**src/sv/kst_pkg.sv**
```systemverilog
// Package for the k-smallest tracker: field widths and default sizes.
// Used by the channel interfaces and the core; depends on nothing else.
package kst_pkg;

	// Width of the candidate value and of the largest held value.
	localparam int VAL_W = 32;
	// Width of the running sum of held values.
	localparam int SUM_W = 36;
	// Width of the count field and of the keep-count write data.
	localparam int CNT_W = 5;
	// Default store depth.
	localparam int MAX_KEEP_DEF = 16;

endpackage

```
**src/sv/kst_if.sv**
```systemverilog
// Channel interfaces of the k-smallest tracker: input item and result item.
// Each carries valid, ready and the payload; widths come from kst_pkg.
interface kst_in_if import kst_pkg::*; ();
	logic             valid;
	logic             ready;
	logic [VAL_W-1:0] value;
	logic             restart;

	modport source (output valid, output value, output restart, input ready);
	modport sink (input valid, input value, input restart, output ready);
endinterface

interface kst_out_if import kst_pkg::*; ();
	logic             valid;
	logic             ready;
	logic [CNT_W-1:0] held_count;
	logic [VAL_W-1:0] largest_held;
	logic [SUM_W-1:0] held_sum;

	modport source (output valid, output held_count, output largest_held, output held_sum,
		input ready);
	modport sink (input valid, input held_count, input largest_held, input held_sum,
		output ready);
endinterface

```
**src/sv/k_smallest_tracker_core.sv**
```systemverilog
// Keeps the keep_count smallest of the values offered, as a max-heap held in a
// synchronous memory with one write port and two read ports. Each item is
// accepted, sifted up or down one heap level per step and then reported by
// loading the result register; a value that is dropped or lands in an empty
// store skips the sift. No new item is accepted until the last one is done.
// The sift walks one level a cycle since each step needs the memory read issued
// in the step before. A result waiting in the output register does not stop
// the next item from being accepted, but that item then waits in the done
// state until the result is taken. Depends on kst_pkg and the interfaces in
// kst_if.sv.
module k_smallest_tracker_core import kst_pkg::*; #(
	parameter int MAX_KEEP = MAX_KEEP_DEF
) (
	input  logic             clk,
	input  logic             arst_n,
	input  logic             cfg_we,
	input  logic [CNT_W-1:0] cfg_wdata,
	kst_in_if.sink           item_in,
	kst_out_if.source        result_out
);

	localparam int CW = $clog2(MAX_KEEP + 1);
	localparam int AW = (MAX_KEEP > 1) ? $clog2(MAX_KEEP) : 1;
	localparam int KW = (CW > CNT_W) ? CW : CNT_W;

	localparam logic [2:0] ST_IDLE = 3'd0;
	localparam logic [2:0] ST_UP   = 3'd1;
	localparam logic [2:0] ST_DN   = 3'd2;
	localparam logic [2:0] ST_DONE = 3'd3;

	// Heap index to memory address; indices past the store read slot zero.
	function automatic logic [AW-1:0] to_addr(input logic [CW:0] idx);
		logic [AW-1:0] a;
		a = '0;
		if (idx < (CW+1)'(MAX_KEEP)) begin
			a = idx[AW-1:0];
		end
		return a;
	endfunction

	logic [2:0]       state_q, state_d;
	logic [KW-1:0]    keep_q;
	logic [CW-1:0]    cnt_q, cnt_d;
	logic [CW-1:0]    pos_q, pos_d;
	logic [VAL_W-1:0] val_q, val_d;
	logic [VAL_W-1:0] top_q, top_d;
	logic [SUM_W-1:0] sum_q, sum_d;
	logic             out_valid_q;
	logic [CNT_W-1:0] out_cnt_q;
	logic [VAL_W-1:0] out_top_q;
	logic [SUM_W-1:0] out_sum_q;

	logic [VAL_W-1:0] heap_mem [MAX_KEEP];
	logic [VAL_W-1:0] rd_a_q, rd_b_q;
	logic [AW-1:0]    rd_addr_a, rd_addr_b, wr_addr;
	logic             mem_we;
	logic [VAL_W-1:0] wr_data;

	logic [CW-1:0]    eff_cnt, lim, parent;
	logic [SUM_W-1:0] base_sum;
	logic [CW:0]      left, right, pick;
	logic [VAL_W-1:0] pick_val;
	logic             left_ok, right_ok, out_load;

	assign item_in.ready = (state_q == ST_IDLE);
	assign out_load      = (state_q == ST_DONE) && (!out_valid_q || result_out.ready);

	// Effective limit: keep count clamped to the store depth.
	always_comb begin
		lim = CW'(MAX_KEEP);
		if (keep_q < KW'(MAX_KEEP)) begin
			lim = CW'(keep_q);
		end
	end

	// Heap neighbours of the current position.
	always_comb begin
		parent   = (pos_q - CW'(1)) >> 1;
		left     = {pos_q, 1'b1};
		right    = left + (CW+1)'(1);
		left_ok  = left < {1'b0, cnt_q};
		right_ok = right < {1'b0, cnt_q};
		pick     = left;
		pick_val = rd_a_q;
		if (right_ok && (rd_b_q > rd_a_q)) begin
			pick     = right;
			pick_val = rd_b_q;
		end
	end

	// Sequencer: accept, sift up or down one level a cycle, then report.
	always_comb begin
		state_d   = state_q;
		cnt_d     = cnt_q;
		pos_d     = pos_q;
		val_d     = val_q;
		top_d     = top_q;
		sum_d     = sum_q;
		mem_we    = 1'b0;
		wr_addr   = to_addr({1'b0, pos_q});
		wr_data   = val_q;
		rd_addr_a = '0;
		rd_addr_b = '0;
		eff_cnt   = item_in.restart ? '0 : cnt_q;
		base_sum  = item_in.restart ? '0 : sum_q;
		case (state_q)
			ST_IDLE: begin
				if (item_in.valid) begin
					if (eff_cnt < lim) begin
						if (eff_cnt == '0) begin
							// Empty store: the value becomes the root directly.
							mem_we  = 1'b1;
							wr_addr = '0;
							wr_data = item_in.value;
							top_d   = item_in.value;
							cnt_d   = CW'(1);
							sum_d   = SUM_W'(item_in.value);
							state_d = ST_DONE;
						end else begin
							pos_d     = eff_cnt;
							val_d     = item_in.value;
							cnt_d     = eff_cnt + CW'(1);
							sum_d     = base_sum + SUM_W'(item_in.value);
							top_d     = (item_in.value > top_q) ? item_in.value : top_q;
							rd_addr_a = to_addr({1'b0, (eff_cnt - CW'(1)) >> 1});
							state_d   = ST_UP;
						end
					end else if ((eff_cnt != '0) && (item_in.value < top_q)) begin
						// Full store: the smaller value replaces the root.
						sum_d     = base_sum - SUM_W'(top_q) + SUM_W'(item_in.value);
						pos_d     = '0;
						val_d     = item_in.value;
						rd_addr_a = to_addr((CW+1)'(1));
						rd_addr_b = to_addr((CW+1)'(2));
						state_d   = ST_DN;
					end else begin
						cnt_d   = eff_cnt;
						sum_d   = base_sum;
						state_d = ST_DONE;
					end
				end
			end
			ST_UP: begin
				mem_we = 1'b1;
				if ((pos_q != '0) && (rd_a_q < val_q)) begin
					// Parent moves down one level; carry on from the parent.
					wr_data   = rd_a_q;
					pos_d     = parent;
					rd_addr_a = to_addr({1'b0, (parent - CW'(1)) >> 1});
				end else begin
					state_d = ST_DONE;
				end
			end
			ST_DN: begin
				mem_we = 1'b1;
				if (left_ok && (pick_val > val_q)) begin
					// Larger child moves up one level; carry on from that child.
					wr_data   = pick_val;
					pos_d     = pick[CW-1:0];
					rd_addr_a = to_addr({pick[CW-1:0], 1'b1});
					rd_addr_b = to_addr({pick[CW-1:0], 1'b1} + (CW+1)'(1));
					if (pos_q == '0) begin
						top_d = pick_val;
					end
				end else begin
					if (pos_q == '0) begin
						top_d = val_q;
					end
					state_d = ST_DONE;
				end
			end
			ST_DONE: begin
				if (out_load) begin
					state_d = ST_IDLE;
				end
			end
			default: begin
				state_d = ST_IDLE;
			end
		endcase
	end

	// Heap store: one write and two registered reads a cycle.
	always_ff @(posedge clk) begin
		if (mem_we) begin
			heap_mem[wr_addr] <= wr_data;
		end
		rd_a_q <= heap_mem[rd_addr_a];
		rd_b_q <= heap_mem[rd_addr_b];
	end

	// Control state and keep-count register.
	always_ff @(posedge clk or negedge arst_n) begin
		if (!arst_n) begin
			state_q     <= ST_IDLE;
			keep_q      <= KW'(MAX_KEEP);
			cnt_q       <= '0;
			sum_q       <= '0;
			out_valid_q <= 1'b0;
		end else begin
			state_q <= state_d;
			cnt_q   <= cnt_d;
			sum_q   <= sum_d;
			if (cfg_we) begin
				keep_q <= KW'(cfg_wdata);
			end
			if (out_load) begin
				out_valid_q <= 1'b1;
			end else if (result_out.ready) begin
				out_valid_q <= 1'b0;
			end
		end
	end

	// Working registers and result payload.
	always_ff @(posedge clk) begin
		pos_q <= pos_d;
		val_q <= val_d;
		top_q <= top_d;
		if (out_load) begin
			out_cnt_q <= CNT_W'(cnt_q);
			out_top_q <= (cnt_q != '0) ? top_q : '0;
			out_sum_q <= sum_q;
		end
	end

	assign result_out.valid        = out_valid_q;
	assign result_out.held_count   = out_cnt_q;
	assign result_out.largest_held = out_top_q;
	assign result_out.held_sum     = out_sum_q;

`ifndef NO_ASSERTIONS
	// The count of held values never passes the store depth.
	a_cnt_bound: assert property (@(posedge clk) disable iff (!arst_n)
		cnt_q <= CW'(MAX_KEEP))
		else $error("held count exceeds store depth");

	// An empty store carries a zero sum once an item has settled.
	a_empty_sum: assert property (@(posedge clk) disable iff (!arst_n)
		(state_q == ST_IDLE) && (cnt_q == '0) |-> (sum_q == '0))
		else $error("empty store with non-zero sum");

	// An accepted item always starts work in the next cycle.
	a_accept_busy: assert property (@(posedge clk) disable iff (!arst_n)
		item_in.valid && item_in.ready |=> (state_q != ST_IDLE))
		else $error("accepted item left the sequencer idle");

	// A sift never walks outside the filled part of the heap.
	a_pos_bound: assert property (@(posedge clk) disable iff (!arst_n)
		(state_q == ST_UP) || (state_q == ST_DN) |-> (pos_q < cnt_q))
		else $error("sift position outside held entries");
`endif

endmodule
```
**src/flat_wrapper.sv**
```systemverilog
// flat-port wrapper written by rule: the top's interface ports become plain ports
module k_smallest_tracker_core_flat import kst_pkg::*;
#(
	parameter int MAX_KEEP = MAX_KEEP_DEF
)
  (clk, arst_n, cfg_we, cfg_wdata, item_in_valid, item_in_value, item_in_restart, item_in_ready, result_out_valid, result_out_held_count, result_out_largest_held, result_out_held_sum, result_out_ready);
  kst_in_if item_in_i ();
  kst_out_if result_out_i ();
  input  logic clk;
  input  logic arst_n;
  input  logic cfg_we;
  input  logic [CNT_W-1:0] cfg_wdata;
  input wire logic [$bits(item_in_i.valid)-1:0] item_in_valid;
  input wire logic [$bits(item_in_i.value)-1:0] item_in_value;
  input wire logic [$bits(item_in_i.restart)-1:0] item_in_restart;
  output wire logic [$bits(item_in_i.ready)-1:0] item_in_ready;
  output wire logic [$bits(result_out_i.valid)-1:0] result_out_valid;
  output wire logic [$bits(result_out_i.held_count)-1:0] result_out_held_count;
  output wire logic [$bits(result_out_i.largest_held)-1:0] result_out_largest_held;
  output wire logic [$bits(result_out_i.held_sum)-1:0] result_out_held_sum;
  input wire logic [$bits(result_out_i.ready)-1:0] result_out_ready;
  assign item_in_i.valid = item_in_valid;
  assign item_in_i.value = item_in_value;
  assign item_in_i.restart = item_in_restart;
  assign item_in_ready = item_in_i.ready;
  assign result_out_valid = result_out_i.valid;
  assign result_out_held_count = result_out_i.held_count;
  assign result_out_largest_held = result_out_i.largest_held;
  assign result_out_held_sum = result_out_i.held_sum;
  assign result_out_i.ready = result_out_ready;
  k_smallest_tracker_core #(.MAX_KEEP(MAX_KEEP)) u_core (.clk(clk), .arst_n(arst_n), .cfg_we(cfg_we), .cfg_wdata(cfg_wdata), .item_in(item_in_i), .result_out(result_out_i));
endmodule
```
**config.mk**
```make
export PLATFORM = sky130hd
export DESIGN_NAME = k_smallest_tracker_core_flat
export DESIGN_NICKNAME = d
export VERILOG_FILES = /design/src/sv/kst_pkg.sv /design/src/sv/kst_if.sv /design/src/sv/k_smallest_tracker_core.sv /design/src/flat_wrapper.sv
export SDC_FILE = /design/constraint.sdc
export NUM_CORES = 2
export LEC_CHECK = 0
export ABC_AREA = 1
export BUFFER_PORTS_ARGS = -buffer_cell sky130_fd_sc_hd__buf_2
export CORE_ASPECT_RATIO = 1.75
export CORE_MARGIN = 5
export CORE_UTILIZATION = 54
export DETAILED_ROUTE_END_ITERATION = 16
export GPL_ROUTABILITY_DRIVEN = 0
export GPL_TIMING_DRIVEN = 0
export HOLD_SLACK_MARGIN = 0.15
export PLACE_DENSITY = 0.75
export SLEW_MARGIN = 20
export SYNTH_ARGS = -nofsm -noshare
export SYNTH_HDL_FRONTEND = slang
export SYNTH_SLANG_ARGS = --single-unit
export TNS_END_PERCENT = 10
```
**constraint.sdc**
```tcl
create_clock -name clk -period 6.2 [get_ports clk]
set_input_delay 0.62 -clock clk [delete_from_list [all_inputs] [get_ports clk]]
set_output_delay 0.62 -clock clk [all_outputs]
set_load 0.01 [all_outputs]
```
Word-level counts from Yosys, hierarchy flattened. Memory sizes are Yosys's and may differ from the RTL's. A register that Yosys moved wholly into a read port is not among the register bits. Index checks and enable logic that the tools add are counted. W data, S select, Z words.

Register bits after elaboration: 192. Memory bits (writable): 512. Output and inout port bits: 75. Memories: 1.

Memories: u_core.heap_mem (depth 16, bits a word 32, rd ports 2, clocked after Yosys merged registers in 2, wr ports 1, RTL line k_smallest_tracker_core.sv:53) `logic [VAL_W-1:0] heap_mem [MAX_KEEP];`.

$add $sub $neg: 9. Magnitude comparators: 14. Equal/unequal tests: 16. Muxes and demuxes: 72. Reduce and logical (&&, ||, !) cells: 24.

Operator list (number): $mux W32 (16); $mux W36 (4); $gt A32 B32 Y1 (3); $pmux W32 S3 (1); $add A36 B32 Y36 (2); $mux W4 (17); $lt A32 B32 Y1 (2); $pmux W32 S2 (1); $mux W5 (12); $sub A36 B32 Y36 (1); $mux W3 (5); $pmux W5 S3 (1); $reduce_bool A5 Y1 (3); $add A6 B1 Y6 const B (2); $lt A6 B5 Y1 (2); $lt A6 B5 Y1 const B (2); $ne A2 B1 Y1 const B (6); $pmux W3 S4 (1); $pmux W4 S3 (1); $logic_not A5 Y1 (2); $lt A4 B5 Y1 const B (2); $lt A5 B5 Y1 const B (2); $sub A5 B1 Y5 const B (2); $mux W1 (9); other kinds (23) (36).

Depth between registers and ports, before layout.
Word-level depth: 9. Mapped depth: 41. Mapped depth without buffers: 38.

Worst setup path after synthesis. OpenSTA, ideal clock, no wires.

Path kind: input to register. Start point: input port item_in_restart. End point: register u_core.top_q[0], enable pin. Library setup time: 0.474 ns. Data arrival time: 5.386 ns. Required time: 5.726 ns. Setup slack: 0.340 ns. Cell stages on the path: 16. Buffers on the path: 5. Cell sequence: buf_6 > clkbuf_1 > clkbuf_1 > nor2_1 > inv_1 > ha_1 > nand2_2 > nor2_4 > nor3_2 > nand2_1 > nor2_2 > nand2_1 > clkbuf_1 > clkbuf_1 > nand3_1 > a221oi_1.

Word-level cells in the longest chain between the ends: 4. Elaborated cells on any way between the ends: 6.

RTL lines: start, declared (RTL line flat_wrapper.sv:15) `input wire logic [$bits(item_in_i.restart)-1:0] item_in_restart;`; $mux W5 (*) (RTL line k_smallest_tracker_core.sv:104) `eff_cnt = item_in.restart ? '0 : cnt_q;`; $lt A5 B5 Y1 or $logic_not A5 Y1 (tied branches) (RTL line k_smallest_tracker_core.sv:109, k_smallest_tracker_core.sv:110); $ne A2 B1 Y1 (no line) or $ne A3 B1 Y1 (tied branches); $reduce_and A5 Y1 (no line) (*); end signal, assigned (RTL line k_smallest_tracker_core.sv:219) `top_q <= top_d;`; end, declared (RTL line k_smallest_tracker_core.sv:46) `logic [VAL_W-1:0] top_q, top_d;`.

Every way passes the cells marked *; elsewhere a longest branch is shown, timed or not. A chain may end at the register's enable or synchronous reset.

Worst setup path after layout.
Start point: register u_core.rd_a_q[31], read port of u_core.heap_mem. End point: register u_core.rd_a_q[1], read port of u_core.heap_mem.

Word-level cells in the longest chain between the ends: 7. Elaborated cells on any way between the ends: 13.

RTL lines: start, declared (RTL line k_smallest_tracker_core.sv:54) `logic [VAL_W-1:0] rd_a_q, rd_b_q;`; $gt A32 B32 Y1 (RTL line k_smallest_tracker_core.sv:85) `if (right_ok && (rd_b_q > rd_a_q)) begin`; $logic_and A1 B1 Y1 (RTL line k_smallest_tracker_core.sv:85); $mux W32 or $mux W5 (tied branches) (RTL line k_smallest_tracker_core.sv:85); $gt A32 B32 Y1 or $lt A6 B5 Y1 (tied branches) (RTL line k_smallest_tracker_core.sv:156, k_smallest_tracker_core.sv:35); $logic_and A1 B1 Y1 or $mux W4 (tied branches) (RTL line k_smallest_tracker_core.sv:156, k_smallest_tracker_core.sv:35); $mux W4 (RTL line k_smallest_tracker_core.sv:156) `if (left_ok && (pick_val > val_q)) begin`; $pmux W4 S3 (*) (RTL line k_smallest_tracker_core.sv:106) `case (state_q)`.

Marks and branches as above.

==> flow_summary.ini <==
[critical_path]
endpoint_kind = register
crit_path_start_kind = register
worstSetupPathType = reg -> reg
slowest_stage = dfxtp_1
max_stage_delay_ns = 0.42
cp.arrival_ns = 6.80
cp.required_ns = 6.83
path_max_fanout = 10

[die]
die_w_um = 227
num_rows = 139
start_util = 0.543
design.core.area_mm2 = 0.0821
die_h_um = 390
ios = 118
die_area_mm2 = 0.0887

[sta]
fmax_ghz = 0.162
fin_crit_ns = 6.17
rsz0062_at_grt = true
slew_violations = 0
hold_violations = 0
final.period_utilization = 0.995
slew_headroom = 0.0320
finClkSkew_ns = 0.0296
tightest_slew_ns = 1.45
setup_viol = 0

[final_layout]
area_growth_pct = 13.4
final_cell_mix = nand2_1 (1035), inv_1 (847), nand3_1 (802)
drive_gt1_frac = 0.102
layout_commonest_cell = nand2_1
nNetsFinal = 5688
post-route-cell-area_mm2 = 0.0506

[yosys]
syn_area_mm2 = 0.0446
synth_area_per_cell_um2 = 8.67
synth_edf_count = 654
ys_seq_area_frac = 0.497
synth_flop_cell = edfxtp_1
async_reset_ff_frac = 0.0639
ys.warnings.count = 0
synth_cells = 5143
ys_seq_elements = 767
synth_cell_types = 57
syn_nets = 5439

[clock_tree]
clk_path_buf_depth = 3
root_buffer = clkbuf_16
cts.clk_slew.worst_paths_ns = 0.07
htree_levels = 3
clkLatencyLatePin_ns = 0.71
cts_inserted_buffers = 72
cts_tree = done
cts.sinks = 767

[global_routing]
grt_max_degree = 50
grt-ovfl-total = 0
antenna_found_initial = 12
grt_pass1_vias = 40400
grt_pass1_wl_um = 247000
track_usage = 0.382

[routing]
first_pass_iters = 14
drt_iter0_markers = 5391
ant_nets = 0
drc = 0
vias_per_cell = 6.27
wl_per_cell_um = 26.1
routed_wl_um = 170000
vias = 40900

[job]
maxCapViolations = 0

[placement]
io_buffers = 116
place_hpwl_um = 127000
dpl_cell_area_mm2 = 0.0474

[status]
outcome = completed

[worst_hold_path]
hold_class = in -> reg
## synthesized netlist by cell type, types with 30 or more instances
cell,count,share of area
o21bai_1,30,0.0050
dfrtp_1,48,0.027
o21ai_0,256,0.029
ha_1,220,0.062
o22ai_1,32,0.0045
xor2_1,39,0.0077
edfxtp_1,654,0.44
dfxtp_1,64,0.029
nand2_1,1041,0.088
nand4_1,87,0.012
buf_2,81,0.0091
nor2_1,259,0.022
nand3_1,804,0.090
clkbuf_1,115,0.0097
inv_1,855,0.072
nand3b_1,71,0.012
a21oi_1,179,0.020
fa_1,33,0.015
## metrics by stage
| stage | std cells | util | setup TNS, ns | hold slack, ns | worst slack [ns] |
|---|---|---|---|---|---|
| global placement | 6316 | 0.567 | -2555.51 | 0.432 | -3.13 |
| floorplan | 5143 | - | 0 | 0.324 | 0.340 |
| global route | 6510 | 0.616 | -0.153 | 0.152 | -0.0253 |
| detailed placement | 6348 | 0.578 | -1226.38 | 0.435 | -1.59 |
| CTS | 6491 | 0.611 | 0 | 0.154 | 0.0511 |
| finish | 6518 | 0.616 | 0 | 0.156 | 0.0293 |
## worst max-delay path, delay by kind of cell, from the launching register on
kind,cells,cell delay [ns]
AO/OA/AOI/OAI,4,0.66
AND/OR/NAND/NOR,19,2.83
buffers and inverters,7,1.51
flip-flops,1,0.42
adder cells (fa/ha/maj),2,0.62
## final cells by class
type                            instances  area, µm²
Fill cell                            6629      31500
Clock buffer                           91       2080
Multi-Input combinational cell       3253      18400
Antenna cell                           11       27.5
Inverter                              867       3280
Clock inverter                         41        380
Timing Repair Buffer                  175       1450
Buffer                                256       1440
Tap cell                             1057       1320
Sequential cell                       767      22100
## final timing paths
check | endpoint | slack (ns) | cells after the start | startpoint
max | u_core.rd_a_q[1] | 0.03 | 32 | u_core.rd_a_q[31]
min in group asynchronous | u_core.keep_q[3] | 0.53 | 2 | arst_n
min reg2reg | u_core.result_out.held_sum[27] | 0.46 | 0 | u_core.sum_q[27]
max reg2reg | u_core.rd_a_q[1] | 0.03 | 32 | u_core.rd_a_q[31]
min | u_core.keep_q[1] | 0.16 | 2 | cfg_wdata[1]
max in group asynchronous | u_core.sum_q[26] | 5.07 | 2 | arst_n
## routing by layer
metal,global-route usage,up-vias,wire length (µm)
met5,0.00556,-,85
met4,0.396,6,23500
met3,0.148,1339,18800
met2,0.618,3323,79900
met1,0.347,18400,47700
li1,-,17800,-
## flip-flops by register name (all words and copies together), names as in the netlist, 32 cells and up
register,cells
u_core.top_q,32
u_core.result_out.held_sum,36
u_core.heap_mem,512
u_core.rd_a_q,32
u_core.sum_q,36
u_core.result_out.largest_held,32
u_core.val_q,32
u_core.rd_b_q,32
## cell families after synthesis
| group | count (synthesis) | synth area share |
|---|---|---|
| AO/OA/AOI/OAI | 625 | 0.0808 |
| XOR/XNOR | 63 | 0.0124 |
| adder cells (fa/ha/maj) | 253 | 0.0765 |
| buffers and inverters | 1123 | 0.101 |
| flip-flops | 767 | 0.497 |
| multiplexers | 4 | 0.00101 |
| AND/OR/NAND/NOR | 2308 | 0.231 |
## what timing repair did
action                                  CTS  global route
resized for setup                        58            83
hold buffers                              2             0
pin swaps                                 4             3
setup endpoints to repair              1085           944
setup buffers                             9            11
endpoints found under the hold margin    49             0
Power is not shown: default switching activity piles up to over one toggle a cycle in this logic, so the estimate is an artifact.
